==> src/rtl/core/sdc_pkg.sv <==
// Package of the sine PWM duty cycle generator: stage counts, sine polynomial
// coefficients, register indexes and output scaling constants. No dependencies.
`default_nettype none

package sdc_pkg;

   localparam int FREQ_W     = 24;
   localparam int INDEX_W    = 16;
   localparam int TIME_W     = 32;
   localparam int DUTY_W     = 17;
   localparam int FRAC_BITS  = 28;
   localparam int Q30        = 30;
   localparam int ANGLE_W    = 31;
   localparam int COEF_W     = 31;
   localparam int MAG_W      = 18;
   localparam int RAW_W      = 19;

   localparam int PH_STAGES  = 2;
   localparam int SIN_STAGES = 7;
   localparam int SCL_STAGES = 2;
   localparam int STAGES     = PH_STAGES + SIN_STAGES + SCL_STAGES;
   localparam int HORNER_STEPS = 4;

   localparam int CSR_IDX_W  = 1;
   localparam int CSR_DATA_W = 24;
   localparam logic [CSR_IDX_W-1:0] CSR_MOD_FREQUENCY = 1'b0;
   localparam logic [CSR_IDX_W-1:0] CSR_MOD_INDEX     = 1'b1;

   localparam logic [FREQ_W-1:0]  FREQ_RESET  = 24'd12800;
   localparam logic [INDEX_W-1:0] INDEX_RESET = 16'd13107;

   localparam logic [COEF_W-1:0] C1 = 31'd1686629713;
   localparam logic [COEF_W-1:0] C3 = 31'd693598665;
   localparam logic [COEF_W-1:0] C5 = 31'd85569306;
   localparam logic [COEF_W-1:0] C7 = 31'd5026995;
   localparam logic [COEF_W-1:0] C9 = 31'd172273;

   localparam logic signed [32:0] HALF_TURN    = 33'sd2147483648;
   localparam logic signed [32:0] QUARTER_TURN = 33'sd1073741824;

   localparam logic signed [RAW_W-1:0] DUTY_MID  = 19'sd32768;
   localparam logic signed [RAW_W-1:0] DUTY_FULL = 19'sd65536;

   typedef logic [SIN_STAGES-1:0] sin_en_type;
   typedef logic [SCL_STAGES-1:0] scl_en_type;
   typedef logic [PH_STAGES-1:0]  ph_en_type;

   function automatic logic [COEF_W-1:0] horner_coef(input logic [1:0] step);
      logic [COEF_W-1:0] c;
      case (step)
         2'd0:    c = C7;
         2'd1:    c = C5;
         2'd2:    c = C3;
         2'd3:    c = C1;
         default: c = C1;
      endcase
      return c;
   endfunction

endpackage

`default_nettype wire

==> src/rtl/core/sdc_scale.sv <==
// Output stage: scales the sine sample by the modulation index, rounds, centers
// on one half and saturates to the Q1.16 duty range. Depends on sdc_pkg.
`default_nettype none

module sdc_scale #(
   parameter int SINE_BITS = 16
) (
   input  logic                            clock,
   input  sdc_pkg::scl_en_type             en,
   input  logic [sdc_pkg::INDEX_W-1:0]     mod_index,
   input  logic [SINE_BITS-2:0]            sine_mag,
   input  logic                            sine_neg,
   output logic [sdc_pkg::DUTY_W-1:0]      duty_cycle,
   output logic                            clamped
);

   localparam int PW = sdc_pkg::INDEX_W + SINE_BITS - 1;
   localparam int RW = sdc_pkg::RAW_W;
   localparam logic [PW:0] ROUND_HALF = (PW+1)'(1) << (SINE_BITS - 3);

   logic [PW-1:0]                  prod_ff;
   logic                           neg_ff;
   logic [PW:0]                    sum;
   logic [sdc_pkg::MAG_W-1:0]      mag;
   logic signed [RW-1:0]           raw;
   logic [sdc_pkg::DUTY_W-1:0]     duty_in;
   logic                           clamped_in;
   logic [sdc_pkg::DUTY_W-1:0]     duty_ff;
   logic                           clamped_ff;

   always_ff @(posedge clock) begin
      if (en[0]) begin
         prod_ff <= PW'(mod_index * sine_mag);
         neg_ff  <= sine_neg;
      end
   end

   always_comb begin
      sum = {1'b0, prod_ff} + ROUND_HALF;
      mag = sum[PW -: sdc_pkg::MAG_W];
      if (neg_ff) begin
         raw = sdc_pkg::DUTY_MID - signed'({1'b0, mag});
      end else begin
         raw = sdc_pkg::DUTY_MID + signed'({1'b0, mag});
      end
      if (raw < 0) begin
         duty_in    = '0;
         clamped_in = 1'b1;
      end else if (raw > sdc_pkg::DUTY_FULL) begin
         duty_in    = sdc_pkg::DUTY_FULL[sdc_pkg::DUTY_W-1:0];
         clamped_in = 1'b1;
      end else begin
         duty_in    = raw[sdc_pkg::DUTY_W-1:0];
         clamped_in = 1'b0;
      end
   end

   always_ff @(posedge clock) begin
      if (en[1]) begin
         duty_ff    <= duty_in;
         clamped_ff <= clamped_in;
      end
   end

   assign duty_cycle = duty_ff;
   assign clamped    = clamped_ff;

endmodule

`default_nettype wire

==> config.mk <==
export PLATFORM = sky130hd
export DESIGN_NAME = sdc_scale
export DESIGN_NICKNAME = d
export VERILOG_FILES = /design/src/rtl/core/sdc_pkg.sv /design/src/rtl/core/sdc_scale.sv
export SDC_FILE = /design/constraint.sdc
export NUM_CORES = 1
export LEC_CHECK = 0
export BUFFER_PORTS_ARGS = -buffer_cell sky130_fd_sc_hd__buf_2
export CAP_MARGIN = 10
export CORE_MARGIN = 3
export CORE_UTILIZATION = 45
export CTS_BUF_LIST = sky130_fd_sc_hd__clkbuf_8
export CTS_CLUSTER_SIZE = 8
export DETAILED_ROUTE_END_ITERATION = 12
export HOLD_SLACK_MARGIN = 0.15
export PLACE_DENSITY = 0.72
export SYNTH_ARGS = -nofsm -noshare
export SYNTH_HDL_FRONTEND = slang
export SYNTH_SLANG_ARGS = --single-unit
==> constraint.sdc <==
create_clock -name clock -period 7.4 [get_ports clock]
set_input_delay 0 -clock clock [delete_from_list [all_inputs] [get_ports clock]]
set_output_delay 0 -clock clock [all_outputs]
set_load 0.005 [all_outputs]
-- After elaboration in Yosys (flattened, before gate mapping)
Index checks and enable logic that the tools add are counted.
- logic and storage cells: 15
- input port bits: 35
- flip-flop bits (word level): 50
- output and inout port bits: 18
- reduce and logical (&&, ||, !) cells: 1
- muxes and demuxes: 3
- multiply operators: 1
- magnitude comparators: 2
- add/subtract/negate cells: 3
- operators with widths (operator ; count):
    adder 31 x 14 -> 32 bit (second input constant) ; 1
    multiplier 16 x 15 -> 31 bit ; 1
    adder 16 x 18 -> 19 bit (first input constant) ; 1
    greater-than comparator 19 x 18 -> 1 bit (second input constant) ; 1
    < comparator 19 x 1 -> 1 bit (second input constant) ; 1
    2-to-1 mux 19 bit ; 1
    subtractor 16 x 18 -> 19 bit (first input constant) ; 1
    2-to-1 mux 17 bit ; 1
    OR reduction 2 bit ; 1
    2-to-1 mux 1 bit ; 1

-- Logic depth before layout (Yosys ltp)
- word-level depth: 5
- depth in mapped cells: 23
- gate-level depth less buffers: 22

-- Worst setup path after synthesis
OpenSTA, ideal clock, no wires.
- path type: input-to-reg
- from: input mod_index[10] (netlist bit)
- to: register prod_ff[29] (data pin)
- stages on the path: 22
- required time: 7.122 ns
- arrival time: 5.713 ns
- setup slack: 1.409 ns
- buffers on the path: 1
- setup time: 0.278 ns
- path through: clkbuf_1 and2_1 fa_1 inv_1 fa_1 inv_1 fa_1 inv_1 fa_1 inv_1 fa_1 fa_1 ha_1 nand4_1 o21ai_0 a2111oi_0 o211ai_1 o21ai_0 a31oi_1 a221oi_1 nor2b_1 o311ai_0
- cells in the longest elaborated chain, start to end: 1
- ends and longest elaborated chain (what ; line ; text):
    start: declaration ; sdc_scale.sv:10 ; input logic [sdc_pkg::INDEX_W-1:0] mod_index,
    multiplier 16 x 15 -> 31 bit ; sdc_scale.sv:33 ; prod_ff <= PW'(mod_index * sine_mag);
    end signal: assignment ; sdc_scale.sv:33 ;
    end: declaration ; sdc_scale.sv:21 ; logic [PW-1:0] prod_ff;
No other way between the ends.
A chain may end at the register's enable or synchronous reset.

-- Final worst setup path
Ends and elaborated chain as after synthesis.

==> results.md <==
- Die extent in y: 155 µm
- TritonCTS Sinks: 37
- Type of the worst min-delay path: in -> reg
- Remaining Overflow, GRT: 0
- Fin worst setup slack: 868 ps
- Final period utilization: 88.3%
- Area leader, netlist: fa_1
- DR vias/cell: 5.25
- Minimum clock period: 6530 ps
- Detailed Place HPWL: 17400 µm
- Layout cells sized above 1: 8.03%
- Root buffer cell: clkbuf_8
- Mapped Area: 0.0100 mm²
- Pwr Density: 424 mW/mm²
- CTS buffer count: 5
- Synth-to-Final Area Change: 5.66%
- VDD IR max: 0.491 mV
- Total core area: 0.0214 mm²
- Sequential share of power: 13.7%
- Via count: 7136
- R2R cell count: 9
- Die Area: 0.0240 mm²
- Clk buf depth: 2
- RSZ-0062 raised after global routing: no
- Top-area cell type share of the netlist area: 35.8%
- Clock latency on the worst-skew pair: 300 ps
- Seq/Total Area, Yosys: 11.1%
- Ant diodes: 0
- Layout Cells excl Fill: 1359
- Post-synth EDFFs: 37
- CTS H-tree depth: 2
- First DRT Iteration DRCs: 422
- Post-synth top cells: inv_1, fa_1, and2_1
- # setup viols final: 0
- Row cnt: 53
- Worst Hold Path Cells: 1
- Pre-CTS setup slack: 477 ps
- Multi-input logic area: 0.00789 mm²
- Initial Utilization: 46.7%
- Final Hold Fails: 0
- Leading post-synthesis cells by cell area: fa_1, ha_1, edfxtp_1
- Comb power frac: 81.4%
- Hold EP: prod_ff[28]
- DRC errors left: 0
- TritonCTS clock tree: built
- Post-Synthesis Cells: 1068
- Register area: 0.00111 mm²
- Count leader, synth: inv_1
- Die width: 155 µm
- FMAX: 153 MHz
- CP Launch Point: mod_index[10]
- Crit Path Class: in -> reg
- Element type at the critical path start: primary input
- Final Skew: 12.3 ps
- Crit path DAT: 6540 ps
- I/O pin total: 53
- Avg Cell Area, Syn: 9.36 µm²
- Clk network pwr share: 4.9%
- Placed cells: 1349
- Vias in the first global route: 7454
- Most used DFF post-synth: edfxtp_1
- Worst-margin pin slew: 945 ps
- Count of final max-slew check failures: 0
- Slew HR: 37.0%
- Crit Path Max Fanout: 15
- Switching fraction of total power: 49.3%
- Yosys reg bits: 37
- Global-route wire length before repair: 36600 µm
- Register clock-pin slew on the reported worst setup and hold paths: 80 ps
- Initial antenna violation count: 0
- Status: complete, no violations
- Routed WL per cell: 15.6 µm
- FF-to-FF End: clamped
- Worst Path Required: 7410 ps
- Leak pwr: 5.16 nW
- Post-route ant nets: 0
- Setup crit end kind: flip-flop
- Ys Warns: 0
- Max_cap viols: 0
- Worst R2R Start: prod_ff[13]
- Reg2Reg Setup Slack: 3050 ps
- Synthesized Nets: 1379
- Synth async-reset ratio: 0%
- RePlAce Congestion: 0.883
- Post-layout net count: 1394
- Largest net degree at the start of global routing: 30
- Final WL: 21200 µm
- P_sw: 2.21 mW
- Distinct cell type count after synthesis: 65
- # fillers: 1998
- Setup TNS: 0 ps
- Hold_sp: en[0]
- Drt first pass iters: 6
- Tot GR Track Use: 18.4%
- PortBufs: 52
- P_int: 2.27 mW
[sequential cells by signal (all words and copies together) (netlist names)]
name / flops
clamped: 1
neg_ff: 1
prod_ff: 18
duty_cycle: 17
[metrics by stage]
step / hold WS (ps) / util (%) / power (mW) / area (µm²)
6_report: 159 / 49.3 / 4.48 / 10600
5_1_grt: 173 / 49.3 / 5.15 / 10600
4_1_cts: 164 / 49.3 / 4.55 / 10600
3_5_place_dp: 180 / 48.6 / 4.29 / 10400
3_3_place_gp: 180 / 48.6 / 4.22 / 10400
2_1_floorplan: 98.9 / - / 3.53 / 10000
[final cells by class]
| cell class | instances | share of cell area (%) |
|---|---|---|
| Clock buffer | 5 | 0.652 |
| Clock inverter | 3 | 0.652 |
| Inverter | 214 | 7.61 |
| Multi-Input combinational cell | 771 | 74.7 |
| Sequential cell | 37 | 10.5 |
| Tap cell | 275 | 3.26 |
| Timing Repair Buffer | 54 | 2.65 |
[per-layer routing]
metal | vias to the layer above | GRT usage (%) | wire length (µm)
met5 | - | 0 | 0
met2 | 147 | 31.8 | 10800
met4 | 0 | 4.71 | 490
met1 | 3614 | 24.8 | 9210
li1 | 3340 | - | -
met3 | 35 | 2.00 | 780
[placed cells by master (no fill, tap or decap), types with 3 or more instances in the layout]
cell and count:
nor3_1 15, nor2_1 24, nand4_1 3, a31oi_1 3
buf_2 52, inv_1 214, o21a_1 6, and2_1 142
clkbuf_8 5, nor4_1 3, a211o_1 3, o21ai_0 12
nand2_1 111, ha_1 97, edfxtp_1 37, xor2_1 17
nand3b_1 3, o211ai_1 3, nor3_2 9, xnor2_1 35
nand3_1 14, a211oi_1 3, a21o_1 4, a21oi_1 17
mux2i_1 7, a41oi_1 3, nor2b_1 4, and3_1 11
fa_1 179
[repair_timing]
| action | 4_1_cts | 5_1_grt |
|---|---|---|
| hold buffers | 2 | 0 |
| endpoints found under the setup margin | 0 | 0 |
| endpoints found under the hold margin | 19 | 0 |
| buffers inserted | 0 | 0 |
| resized for setup | 0 | 0 |
[critical path: stages]
cell       delay [ps]
buf_2             190
and2_1            190
fa_1              540
inv_1              60
fa_1              520
inv_1              50
fa_1              490
inv_1              50
fa_1              530
inv_1              50
fa_1              500
fa_1              420
ha_1              290
nand4_1           110
o21ai_0           140
a2111oi_0         760
o211ai_1          320
o21ai_0           340
a31oi_1           200
a221oi_1          410
nor2b_1           240
o311ai_0          150
[worst max path at each step]
stage,to,cells after the start
finish,prod_ff[29],22
global route,prod_ff[29],22
CTS,prod_ff[29],22
detailed placement,prod_ff[29],22
global placement,prod_ff[29],22
floorplan,prod_ff[29],22
[power groups by stage]
stage	sequential, mW	clock (mW)	combinational, mW
floorplan	0.555	0	2.98
global placement	0.615	0	3.60
detailed placement	0.616	0	3.67
CTS	0.612	0.222	3.72
global route	0.627	0.231	4.29
finish	0.613	0.219	3.65
[logic make-up after synthesis]
logic type               after synthesis  share of synthesized area, %
multiplexers                           8                         0.814
flip-flops                            37                          11.1
AO/OA/AOI/OAI                         75                          5.82
XOR/XNOR                              52                          4.56
AND/OR/NAND/NOR                      360                          19.7
adder cells (fa/ha/maj)              276                          48.0
buffers and inverters                260                          10.0
(Power assumes the default switching activity.)
