<file path="src/rtl/core/sdc_pkg.sv">
// Package of the sine PWM duty cycle generator: stage counts, sine polynomial
// coefficients, register indexes and output scaling constants. No dependencies.
`default_nettype none

package sdc_pkg;

   localparam int FREQ_W     = 24;
   localparam int INDEX_W    = 16;
   localparam int TIME_W     = 32;
   localparam int DUTY_W     = 17;
   localparam int FRAC_BITS  = 28;
   localparam int Q30        = 30;
   localparam int ANGLE_W    = 31;
   localparam int COEF_W     = 31;
   localparam int MAG_W      = 18;
   localparam int RAW_W      = 19;

   localparam int PH_STAGES  = 2;
   localparam int SIN_STAGES = 7;
   localparam int SCL_STAGES = 2;
   localparam int STAGES     = PH_STAGES + SIN_STAGES + SCL_STAGES;
   localparam int HORNER_STEPS = 4;

   localparam int CSR_IDX_W  = 1;
   localparam int CSR_DATA_W = 24;
   localparam logic [CSR_IDX_W-1:0] CSR_MOD_FREQUENCY = 1'b0;
   localparam logic [CSR_IDX_W-1:0] CSR_MOD_INDEX     = 1'b1;

   localparam logic [FREQ_W-1:0]  FREQ_RESET  = 24'd12800;
   localparam logic [INDEX_W-1:0] INDEX_RESET = 16'd13107;

   localparam logic [COEF_W-1:0] C1 = 31'd1686629713;
   localparam logic [COEF_W-1:0] C3 = 31'd693598665;
   localparam logic [COEF_W-1:0] C5 = 31'd85569306;
   localparam logic [COEF_W-1:0] C7 = 31'd5026995;
   localparam logic [COEF_W-1:0] C9 = 31'd172273;

   localparam logic signed [32:0] HALF_TURN    = 33'sd2147483648;
   localparam logic signed [32:0] QUARTER_TURN = 33'sd1073741824;

   localparam logic signed [RAW_W-1:0] DUTY_MID  = 19'sd32768;
   localparam logic signed [RAW_W-1:0] DUTY_FULL = 19'sd65536;

   typedef logic [SIN_STAGES-1:0] sin_en_type;
   typedef logic [SCL_STAGES-1:0] scl_en_type;
   typedef logic [PH_STAGES-1:0]  ph_en_type;

   function automatic logic [COEF_W-1:0] horner_coef(input logic [1:0] step);
      logic [COEF_W-1:0] c;
      case (step)
         2'd0:    c = C7;
         2'd1:    c = C5;
         2'd2:    c = C3;
         2'd3:    c = C1;
         default: c = C1;
      endcase
      return c;
   endfunction

endpackage

`default_nettype wire

</file>
<file path="src/rtl/core/sdc_phase.sv">
// Phase front end: frequency times time stamp, fraction of a turn, and the fold
// into a quarter-turn angle with its sign. Depends on sdc_pkg.
`default_nettype none

module sdc_phase #(
   parameter int PHASE_BITS = 16
) (
   input  logic                            clock,
   input  sdc_pkg::ph_en_type              en,
   input  logic [sdc_pkg::FREQ_W-1:0]      mod_frequency,
   input  logic [sdc_pkg::TIME_W-1:0]      time_stamp,
   output logic [sdc_pkg::ANGLE_W-1:0]     angle,
   output logic                            angle_neg
);

   localparam int PROD_W = sdc_pkg::FREQ_W + sdc_pkg::FRAC_BITS;

   logic [PROD_W-1:0]                prod;
   logic [PHASE_BITS-1:0]            phase_ff;
   logic [31:0]                      p32;
   logic signed [32:0]               a;
   logic signed [32:0]               folded;
   logic signed [32:0]               folded_abs;
   logic [sdc_pkg::ANGLE_W-1:0]      angle_ff;
   logic                             neg_ff;

   assign prod = {{sdc_pkg::FRAC_BITS{1'b0}}, mod_frequency}
               * {{sdc_pkg::FREQ_W{1'b0}}, time_stamp[sdc_pkg::FRAC_BITS-1:0]};

   always_ff @(posedge clock) begin
      if (en[0]) begin
         phase_ff <= prod[sdc_pkg::FRAC_BITS-1 -: PHASE_BITS];
      end
   end

   always_comb begin
      p32 = {phase_ff, {(32-PHASE_BITS){1'b0}}};
      a   = signed'({p32[31], p32});
      if (a > sdc_pkg::QUARTER_TURN) begin
         folded = sdc_pkg::HALF_TURN - a;
      end else if (a < -sdc_pkg::QUARTER_TURN) begin
         folded = -sdc_pkg::HALF_TURN - a;
      end else begin
         folded = a;
      end
      folded_abs = folded[32] ? -folded : folded;
   end

   always_ff @(posedge clock) begin
      if (en[1]) begin
         angle_ff <= folded_abs[sdc_pkg::ANGLE_W-1:0];
         neg_ff   <= folded[32];
      end
   end

   assign angle     = angle_ff;
   assign angle_neg = neg_ff;

endmodule

`default_nettype wire

</file>
<file path="config.mk">
export PLATFORM = sky130hd
export DESIGN_NAME = sdc_phase
export DESIGN_NICKNAME = d
export VERILOG_FILES = /design/src/rtl/core/sdc_pkg.sv /design/src/rtl/core/sdc_phase.sv
export SDC_FILE = /design/constraint.sdc
export NUM_CORES = 1
export LEC_CHECK = 0
export BUFFER_PORTS_ARGS = -buffer_cell sky130_fd_sc_hd__buf_4
export CAP_MARGIN = 0
export CORE_MARGIN = 3
export CORE_UTILIZATION = 32
export DETAILED_ROUTE_END_ITERATION = 10
export HOLD_SLACK_MARGIN = 0.1
export PLACE_DENSITY_LB_ADDON = 0.1
export SETUP_SLACK_MARGIN = 0.5
export SKIP_CTS_REPAIR_TIMING = 1
export SLEW_MARGIN = 20
export SYNTH_ARGS = -nofsm -noshare
export SYNTH_HDL_FRONTEND = slang
export SYNTH_SLANG_ARGS = --single-unit
</file>
<file path="constraint.sdc">
create_clock -name clock -period 16.2 [get_ports clock]
set_input_delay 1.62 -clock clock [delete_from_list [all_inputs] [get_ports clock]]
set_output_delay 1.62 -clock clock [all_outputs]
set_load 0.02 [all_outputs]
</file>
* After elaboration in Yosys (flattened, before gate mapping)
Index checks and enable logic that the tools add are counted.
** Storage, ports and cells
- Flip-flop bits (word level) :: 48
- Output and inout port bits :: 32
- Logic and storage cells :: 12
** Cells by class
- $add $sub $neg :: 3
- $mul :: 1
- $lt $le $gt $ge :: 2
- Multiplexer cells :: 3
** Operator list (number)
- $mux W33 :: 2
- $sub A32 B32 Y33 const A :: 1
- $sub A33 B32 Y33 const A :: 1
- $gt A32 B32 Y1 const B :: 1
- $lt A32 B31 Y1 const B :: 1
- $mux W31 :: 1
- $neg A31 Y31 :: 1
- $mul A24 B28 Y28 :: 1

* Depth between registers and ports, before layout
Gate-level depths: netlist of run 1.
- Depth in word-level cells :: 5
- Mapped depth :: 26
- Mapped depth without buffers :: 24

* Worst setup path after synthesis of run 1
No wires, ideal clock.
- Kind :: in2reg
- Start :: in mod_frequency[0] (netlist bit)
- End :: reg phase_ff[15] (data pin)
- Setup time :: 0.262 ns
- Data arrival time :: 7.594 ns
- Data required time :: 15.938 ns
- Slack :: 8.345 ns
- Stages on the path :: 22
- Buffers on the path :: 2
- Path through :: clkbuf_1 clkbuf_1 nand2_1 fa_1 fa_1 fa_1 inv_1 fa_1 inv_1 fa_1 inv_1 fa_1 inv_1 fa_1 inv_1 ha_1 and3_1 a221o_1 a31o_2 a221o_1 a211oi_1 xnor2_1
** On the way
- Cells in the longest elaborated chain, start to end :: 1
** RTL lines
- start: declaration :: line sdc_phase.sv:10 : input logic [sdc_pkg::FREQ_W-1:0] mod_frequency,
- $mul A24 B28 Y28 :: line sdc_phase.sv:28 : * {{sdc_pkg::FREQ_W{1'b0}}, time_stamp[sdc_pkg::FRAC_BITS-1:0]};
- via prod[27] :: line sdc_phase.sv:18 : logic [PROD_W-1:0] prod;
- end signal: assignment :: line sdc_phase.sv:32 : phase_ff <= prod[sdc_pkg::FRAC_BITS-1 -: PHASE_BITS];
- end: declaration :: line sdc_phase.sv:19 : logic [PHASE_BITS-1:0] phase_ff;
The timed path passes the listed nets, and every way through them passes these cells.
A chain may end at the register's enable or synchronous reset.

* Final worst setup path of run 1
- Start :: in mod_frequency[0] (netlist bit)
- End :: reg phase_ff[14] (data pin)
The elaborated chain is that of the path after synthesis.

==> qor.yml, run 1 <==
status: "finished, final reports clean"
dp_hpwl_um: 28000
fin_crit_ps: 8000
worst_setup_path_start_kind: "input port"
ios: 91
hp-class: "flop to flop"
n_fill_cell: 4363
slew_violations: 0
yosys_warnings: 0
reg2reg_slack_ps: 13200
hold_path_depth: 0
ys_seq_area_frac: 0.0709
setup-violations-final: 0
synth_edf_count: 32
die_h_um: 212
critical_path_class: "input port to flop"
globalRouteTotalUtil: 0.172
layout_common_cells: "376 x inv_1, 300 x fa_1, 227 x and2_1"
firstDrtPassIters: 4
clkTransAtPathRegs_ps: 50
cap_violations: 0
syn2layout_area_growth_pct: 7.55
r2r_end: "angle[20]"
drive_gt1_frac: 0.0614
antenna_found_initial: 1
num_vias: 9328
cts.sinks: 32
wl_per_cell_um: 17.9
hp-start: "phase_ff[0]"
crit_top_cell: "fa_1"
clk_latency_ps: 280
finalNetCount: 1956
core-area_um2: 41400
crit_chain: "buf_4, nand2_1, fa_1, fa_1, fa_1, inv_1, fa_1, inv_1, fa_1, inv_1, fa_1, inv_1, fa_1, inv_1, ha_1, and3_1, a221o_1, a31o_2, a221o_1, a221oi_1"
rows: 74
port_buffers: 70
grt_pass1_vias: 10400
final_common_cell: "inv_1"
synthDistinctLibCells: 64
cts_tree: "built"
synth-async-reset-ratio: 0
grt_max_degree: 28
skew_ps: 4.05
ant_nets: 0
die_x_um: 212
worstRegToRegCells: 9
syn_inst: 1504
initial_utilization: 0.328
dpl_cell_area_um2: 14400
rsz0062_at_grt: "false"
max_freq_mhz: 125
slew_headroom: 0.507
ys_ff_latch: 32
cp-end-kind: "flop"
max_stage_delay_ps: 540
cts-root-buf: "clkbuf_16"
path_buf_inv: 6
cp_top_family: "adder cells"
drt_iter0_drc: 315
design_area_um2: 14600
worst_pin_slew_ps: 734
dieArea_um2: 44900
cts_buffers: 5
grt-ovfl-total: 0
htreeDepth: 2
synth_flop_cell: "edfxtp_1"
syn_area_um2: 13600
arrival_ps: 8010
slowest_stage: "fa_1"
rr_startpoint: "phase_ff[0]"
required_ps: 16210
cp_max_fo: 27
min_to: "angle[16]"
multi_input_area_um2: 10800
synth_area_per_cell_um2: 9.02
drc_errors: 0
avgViaCountPerCell: 4.56
gp_congestion: 0.775
post-route-period-util: 0.494
hold_viol: 0
area.sequential_um2: 961
grt_pass1_wl_um: 59800
clock_path_buffers: 2
fin_setup_tns_ps: 0
wl_um: 36600
-- flip-flops by register name (all words and copies together) (netlist names) --
name	cells
phase_ff	16
angle	15
angle_neg	1
-- cells by family after synthesis --
| logic type | Yosys count | synth area share |
|---|---|---|
| AND/OR/NAND/NOR | 479 | 0.187 |
| buffers and inverters | 460 | 0.133 |
| adder cells (fa/ha/maj) | 384 | 0.520 |
| XOR/XNOR | 77 | 0.0497 |
| AO/OA/AOI/OAI | 70 | 0.0375 |
| flip-flops | 32 | 0.0709 |
| other | 1 | 0.000277 |
| multiplexers | 1 | 0.000738 |
-- cell usage after synthesis, types with 3 or more instances --
| library cell | count | area, um^2 |
|---|---|---|
| a211oi_1 | 6 | 45.0 |
| a21oi_1 | 15 | 75.1 |
| and2_1 | 227 | 1420 |
| and3_1 | 3 | 18.8 |
| buf_2 | 5 | 25.0 |
| buf_4 | 16 | 120 |
| clkbuf_1 | 61 | 229 |
| edfxtp_1 | 32 | 961 |
| fa_1 | 300 | 6010 |
| ha_1 | 84 | 1050 |
| inv_1 | 376 | 1410 |
| nand2_1 | 178 | 668 |
| nand2b_1 | 3 | 18.8 |
| nand3_1 | 5 | 25.0 |
| nand4_1 | 3 | 18.8 |
| nor2_1 | 22 | 82.6 |
| nor2b_1 | 3 | 18.8 |
| nor3_1 | 13 | 65.1 |
| o21a_1 | 4 | 30.0 |
| o21ai_0 | 11 | 55.1 |
| o21ai_1 | 4 | 20.0 |
| o21bai_1 | 3 | 22.5 |
| or3_1 | 5 | 31.3 |
| xnor2_1 | 54 | 473 |
| xor2_1 | 23 | 201 |
-- stage by stage --
stage	instances	util	setup WS [ps]	hold WS (ps)
after detailed placement	2038	0.348	7880	535
after global routing	2046	0.352	7880	583
after CTS	2046	0.352	8140	553
final	2047	0.352	8200	548
after global placement	2038	0.348	7900	529
after floorplan	1519	-	8340	492
-- worst max-delay path by stage --
stage | start | endpoint | slack (ps) | cells past startpoint
after global routing | mod_frequency[0] | phase_ff[14] | 7880 | 24
final | mod_frequency[0] | phase_ff[14] | 8200 | 20
after CTS | mod_frequency[0] | phase_ff[14] | 8140 | 20
after global placement | mod_frequency[0] | phase_ff[14] | 7900 | 20
after detailed placement | mod_frequency[0] | phase_ff[14] | 7880 | 20
after floorplan | mod_frequency[0] | phase_ff[15] | 8340 | 22
-- per-layer routing --
layer / part of all wire / global-route usage
met2: 0.50 / 0.307
met1: 0.47 / 0.241
met3: 0.021 / 0.00845
met5: 0 / 0
met4: 0.011 / 0.0206
-- worst reg2reg max path, cell delays in order (launching register included) --
cell and delay, ps:
edfxtp_1 440, inv_1 100, ha_1 260, nor3b_2 350
nand4_1 310, o21ai_2 640, inv_1 130, a211oi_1 240
a211oi_1 90, xor2_1 180
-- final cells by class --
class                           instances  share of cell area
Multi-Input combinational cell       1027               0.744
Inverter                              376              0.0968
Sequential cell                        32              0.0659
Tap cell                              532              0.0456
Timing Repair Buffer                   71              0.0365
Clock buffer                            5             0.00858
Clock inverter                          3             0.00257
Antenna cell                            1            0.000172
Power of run 1 is not shown: default switching activity piles up to over one toggle a cycle in this logic, so the estimate is an artifact.
==> inputs of run 2 (changes only) <==
- clock period: 16.2 -> 6.5 ns (I/O delays scaled with it)
==> run 2 against run 1 <==
  * Final area increased by 12%
  * Register-to-register slack got worse by 9700 ps
  * Die area unchanged
  * Global-route usage about the same
  * Core utilization increased by 4.3 points
  * Sequential share of layout area decreased by 0.72 points
  * Flip-flop and latch count unchanged
  * Highest routed layer unchanged
==> qor.yml, run 2 (synthesis results as in run 1) <==
status: "finished, final reports clean"  # unchanged
die_x_um: 212  # unchanged
hold_path_depth: 0  # unchanged
clkTransAtPathRegs_ps: 50  # about the same
die_h_um: 212  # unchanged
finalNetCount: 2101  # was 1,956
grt_pass1_vias: 11000  # was 10,400
syn2layout_area_growth_pct: 20.6  # was 7.55%
grt_max_degree: 22  # was 28
min_to: "angle[16]"  # unchanged
reg2reg_slack_ps: 3460  # was 13,200 ps
ant_nets: 0  # unchanged
wl_um: 37300  # was 36,600 um
max_freq_mhz: 156
firstDrtPassIters: 4  # unchanged
rsz0062_at_grt: "true"  # was false
ios: 91  # unchanged
cp-end-kind: "flop"  # unchanged
grt-ovfl-total: 0  # unchanged
wl_per_cell_um: 17.0  # was 17.9 um
fin_crit_ps: 6430
clk_latency_ps: 270  # was 280 ps
slew_headroom: 0.492  # was 0.507
port_buffers: 70  # unchanged
largest-register: "phase_ff"  # unchanged
gp_congestion: 0.784  # was 0.775
dpl_worst_slack_ps: -433  # was 7880 ps
dp_hpwl_um: 31600  # was 28,000 um
layout_common_cells: "359 x inv_1, 282 x fa_1, 213 x and2_1"  # was 376 x inv_1, 300 x fa_1, 227 x and2_1
cts_buffers: 5  # unchanged
globalRouteTotalUtil: 0.172  # about the same
grt_pass1_wl_um: 60300  # was 59,800 um
rows: 74  # unchanged
final_cells: 2191  # was 2,047
dieArea_um2: 44900  # unchanged
rr_startpoint: "phase_ff[0]"  # unchanged
drive_gt1_frac: 0.193  # was 0.0614
drt_iter0_drc: 324  # was 315
critical_path_class: "input port to flop"  # unchanged
arrival_ps: 6440  # was 8010 ps
hold_viol: 0  # unchanged
hp-start: "phase_ff[0]"  # unchanged
final_common_cell: "inv_1"  # unchanged
antenna_found_initial: 0  # was 1
cts.sinks: 32  # unchanged
drc_errors: 0  # unchanged
hp-class: "flop to flop"  # unchanged
worst_pin_slew_ps: 757  # was 734 ps
setup_slack_ps: 71.5  # was 8200 ps
cts-root-buf: "clkbuf_16"  # unchanged
post-route-period-util: 0.989
num_vias: 9820  # was 9,328
required_ps: 6510  # was 16,210 ps
setup-violations-final: 0  # unchanged
post-place-cells: 2171  # was 2,038
slew_violations: 0  # unchanged
cap_violations: 0  # unchanged
n_fill_cell: 4196  # was 4,363
cts_tree: "built"  # unchanged
core-area_um2: 41400  # unchanged
avgViaCountPerCell: 4.48  # was 4.56
final_util: 0.395  # was 0.352
clock_path_buffers: 2  # unchanged
r2r_end: "angle[20]"  # unchanged
skew_ps: 2.44  # was 4.05 ps
worstRegToRegCells: 9  # unchanged
fin_setup_tns_ps: 0  # unchanged
worst_setup_path_start_kind: "input port"  # unchanged
largest_reg_flops: 16  # unchanged
initial_utilization: 0.328  # unchanged
cp_max_fo: 6  # was 27
htreeDepth: 2  # unchanged
antennaDiodeCount: 0  # was 1
## run 2: critical path, cell delays in order
cell and delay [ps]:
buf_12 120, and2_4 160, fa_1 500, fa_1 530, inv_2 40, fa_1 520, inv_1 50, fa_1 470
inv_1 50, fa_1 470, inv_1 50, fa_1 470, inv_1 50, fa_1 480, inv_2 50, ha_4 210
and3_4 150, a221o_1 330, a31o_4 240, a221o_1 390, buf_4 160, a211oi_2 180, xnor2_1 120
## run 2: worst max path at each step
stage,endpoint,startpoint,cells after the start
after floorplan,phase_ff[15],time_stamp[8],23
after CTS,phase_ff[14],time_stamp[7],24
after detailed placement,phase_ff[14],time_stamp[8],26
after global routing,phase_ff[15],mod_frequency[1],22
after global placement,phase_ff[13],time_stamp[6],23
final,phase_ff[15],time_stamp[9],23
## run 2: area by class of cell
type / count / area, um^2 / area share
Timing Repair Buffer: 216 / 2010 / 0.123
Tap cell: 532 / 666 / 0.0407
Multi-Input combinational cell: 1027 / 11100 / 0.681
Clock buffer: 6 / 129 / 0.00788
Inverter: 376 / 1410 / 0.0863
Clock inverter: 2 / 35.0 / 0.00214
Sequential cell: 32 / 961 / 0.0587
## run 2: routing by layer
| layer | global-route usage | vias up | share of wire |
|---|---|---|---|
| met4 | 0.0206 | 0 | 0.011 |
| li1 | - | 4630 | - |
| met1 | 0.229 | 5038 | 0.45 |
| met3 | 0.0145 | 21 | 0.031 |
| met5 | 0 | - | 0 |
| met2 | 0.317 | 131 | 0.51 |
## run 2: through the flow
stage | hold WS [ps] | instance area [um^2]
after floorplan | 492 | 13800
after global placement | 529 | 15700
after detailed placement | 531 | 15700
after CTS | 545 | 15800
after global routing | 579 | 16400
final | 536 | 16400
Power of run 2 is left out for the same reason.
==> inputs of run 3 (changes only) <==
- BUFFER_PORTS_ARGS: -buffer_cell sky130_fd_sc_hd__buf_4 -> -buffer_cell sky130_fd_sc_hd__buf_2
==> run 3 against run 2 <==
  * Cell count is 0.37% higher
  * First-iteration DRC count down 18%
  * Sequential share of layout area rose by 0.070 points
  * Global-route usage shrank 0.16 points
  * Wire length down 3.4%
  * Register-to-register slack improved by 20 ps
  * Critical path depth is 1 higher
  * Die area did not move
  * Worst setup slack lost 28 ps
==> qor.yml, run 3 (synthesis results as in run 1) <==
status: "finished, final reports clean"  # unchanged
setup_slack_ps: 43.3  # was 71.5 ps
drive_gt1_frac: 0.184  # was 0.193
slew_violations: 0  # unchanged
crit_top_cell: "fa_1"  # unchanged
cts_tree: "built"  # unchanged
layout_common_cells: "367 x inv_1, 279 x fa_1, 218 x and2_1"  # was 359 x inv_1, 282 x fa_1, 213 x and2_1
port_buffers: 70  # unchanged
cts.sinks: 32  # unchanged
max_stage_delay_ps: 530  # about the same
cp_max_fo: 10  # was 6
ant_nets: 0  # unchanged
drc_errors: 0  # unchanged
hold_viol: 0  # unchanged
hp-class: "flop to flop"  # unchanged
largest_reg_flops: 16  # unchanged
grt_pass1_vias: 11000  # about the same
largest-register: "phase_ff"  # unchanged
slew_headroom: 0.505  # was 0.492
clock_path_buffers: 2  # unchanged
crit_chain: "buf_4, and2_4, fa_1, fa_1, inv_1, fa_1, inv_1, fa_1, inv_1, fa_1, inv_1, fa_1, inv_2, fa_1, inv_2, ha_4, and3_4, a221o_1, a31o_4, a221o_1, nand2_1, nand2_1, xor2_1, buf_4"  # was buf_12, and2_4, fa_1, fa_1, inv_2, fa_1, inv_1, fa_1, inv_1, fa_1, inv_1, fa_1, inv_1, fa_1, inv_2, ha_4, and3_4, a221o_1, a31o_4, a221o_1, buf_4, a211oi_2, xnor2_1
worst_setup_path_start_kind: "input port"  # unchanged
final_common_cell: "inv_1"  # unchanged
setup-violations-final: 0  # unchanged
dpl_cell_area_um2: 15700  # about the same
globalRouteTotalUtil: 0.171  # was 0.172
core-area_um2: 41400  # unchanged
cts-root-buf: "clkbuf_16"  # unchanged
htreeDepth: 2  # unchanged
die_x_um: 212  # unchanged
dp_hpwl_um: 31800  # was 31,600 um
skew_ps: 5.30  # was 2.44 ps
wl_per_cell_um: 16.4  # was 17.0 um
design_area_um2: 16200  # was 16,400 um^2
num_vias: 9713  # was 9,820
ios: 91  # unchanged
grt_pass1_wl_um: 59700  # was 60,300 um
clkTransAtPathRegs_ps: 60  # was 50 ps
cap_violations: 0  # unchanged
antennaDiodeCount: 0  # unchanged
finalNetCount: 2109  # was 2,101
firstDrtPassIters: 4  # unchanged
max_freq_mhz: 155  # was 156 MHz
required_ps: 6530  # was 6510 ps
grt_max_degree: 17  # was 22
clk_latency_ps: 270  # about the same
rows: 74  # unchanged
wl_um: 36000  # was 37,300 um
dieArea_um2: 44900  # unchanged
gp_congestion: 0.793  # was 0.784
rsz0062_at_grt: "true"  # unchanged
dpl_worst_slack_ps: -482  # was -433 ps
post-route-period-util: 0.993  # was 0.989
grt-ovfl-total: 0  # unchanged
avgViaCountPerCell: 4.42  # was 4.48
drt_iter0_drc: 265  # was 324
initial_utilization: 0.328  # unchanged
cp-end-kind: "flop"  # unchanged
n_fill_cell: 4240  # was 4,196
fin_crit_ps: 6460  # was 6430 ps
antenna_found_initial: 0  # unchanged
multi_input_area_um2: 11100  # about the same
critical_path_class: "input port to flop"  # unchanged
area.sequential_um2: 961  # unchanged
cts_buffers: 5  # unchanged
worst_pin_slew_ps: 737  # was 757 ps
arrival_ps: 6490  # was 6440 ps
die_h_um: 212  # unchanged
syn2layout_area_growth_pct: 19.2  # was 20.6%
slowest_stage: "fa_1"  # unchanged
[run 3: changes by cell type in the layout (fill, tap and decap cells not counted), moves of 5 or more]
cell	before	now
ha_1	72	78
inv_2	17	9
buf_4	173	138
and2_1	213	218
buf_2	0	47
and2_4	14	8
inv_1	359	367
[run 3: area by class of cell]
type	count	share of cell area
clock buffers	6	0.00797
inverters	376	0.0873
well taps	532	0.0412
repair buffers	224	0.117
multi-input cells	1027	0.685
clock inverters	2	0.00217
flip-flops and latches	32	0.0594
[run 3: metal layers]
layer	up-vias	wire length, um	GRT usage
met5	-	0	0
met3	19	808	0.00726
met4	0	455	0.0196
met1	4914	16200	0.231
met2	128	18600	0.314
li1	4652	-	-
[run 3: path summary, 6_finish.rpt]
kind | slack [ps] | from | cells past startpoint | endpoint
worst min-delay path | 530 | phase_ff[0] | 0 | angle[16]
worst max-delay path | 40 | mod_frequency[8] | 24 | phase_ff[13]
worst min register to register | 530 | phase_ff[0] | 0 | angle[16]
worst max register to register | 3480 | phase_ff[0] | 9 | angle[20]
[run 3: per-stage QoR]
stage / hold WS [ps] / setup TNS, ps / utilization / instances
final: 533 / 0 / 0.391 / 2199
after global routing: 580 / -297 / 0.391 / 2199
after CTS: 545 / -622 / 0.382 / 2194
after detailed placement: 531 / -3120 / 0.378 / 2186
after global placement: 530 / -2820 / 0.378 / 2186
after floorplan: 492 / 0 / - / 1519
[run 3: critical path: cells and delay by family]
kind,cells,cell delay [ps]
and+or+nand+nor,4,490
buffers and inverters,8,580
AOI/OAI and AO/OA,3,980
adders and majority gates,8,3630
xor gates and xnor gates,1,140
Power of run 3 is left out for the same reason.
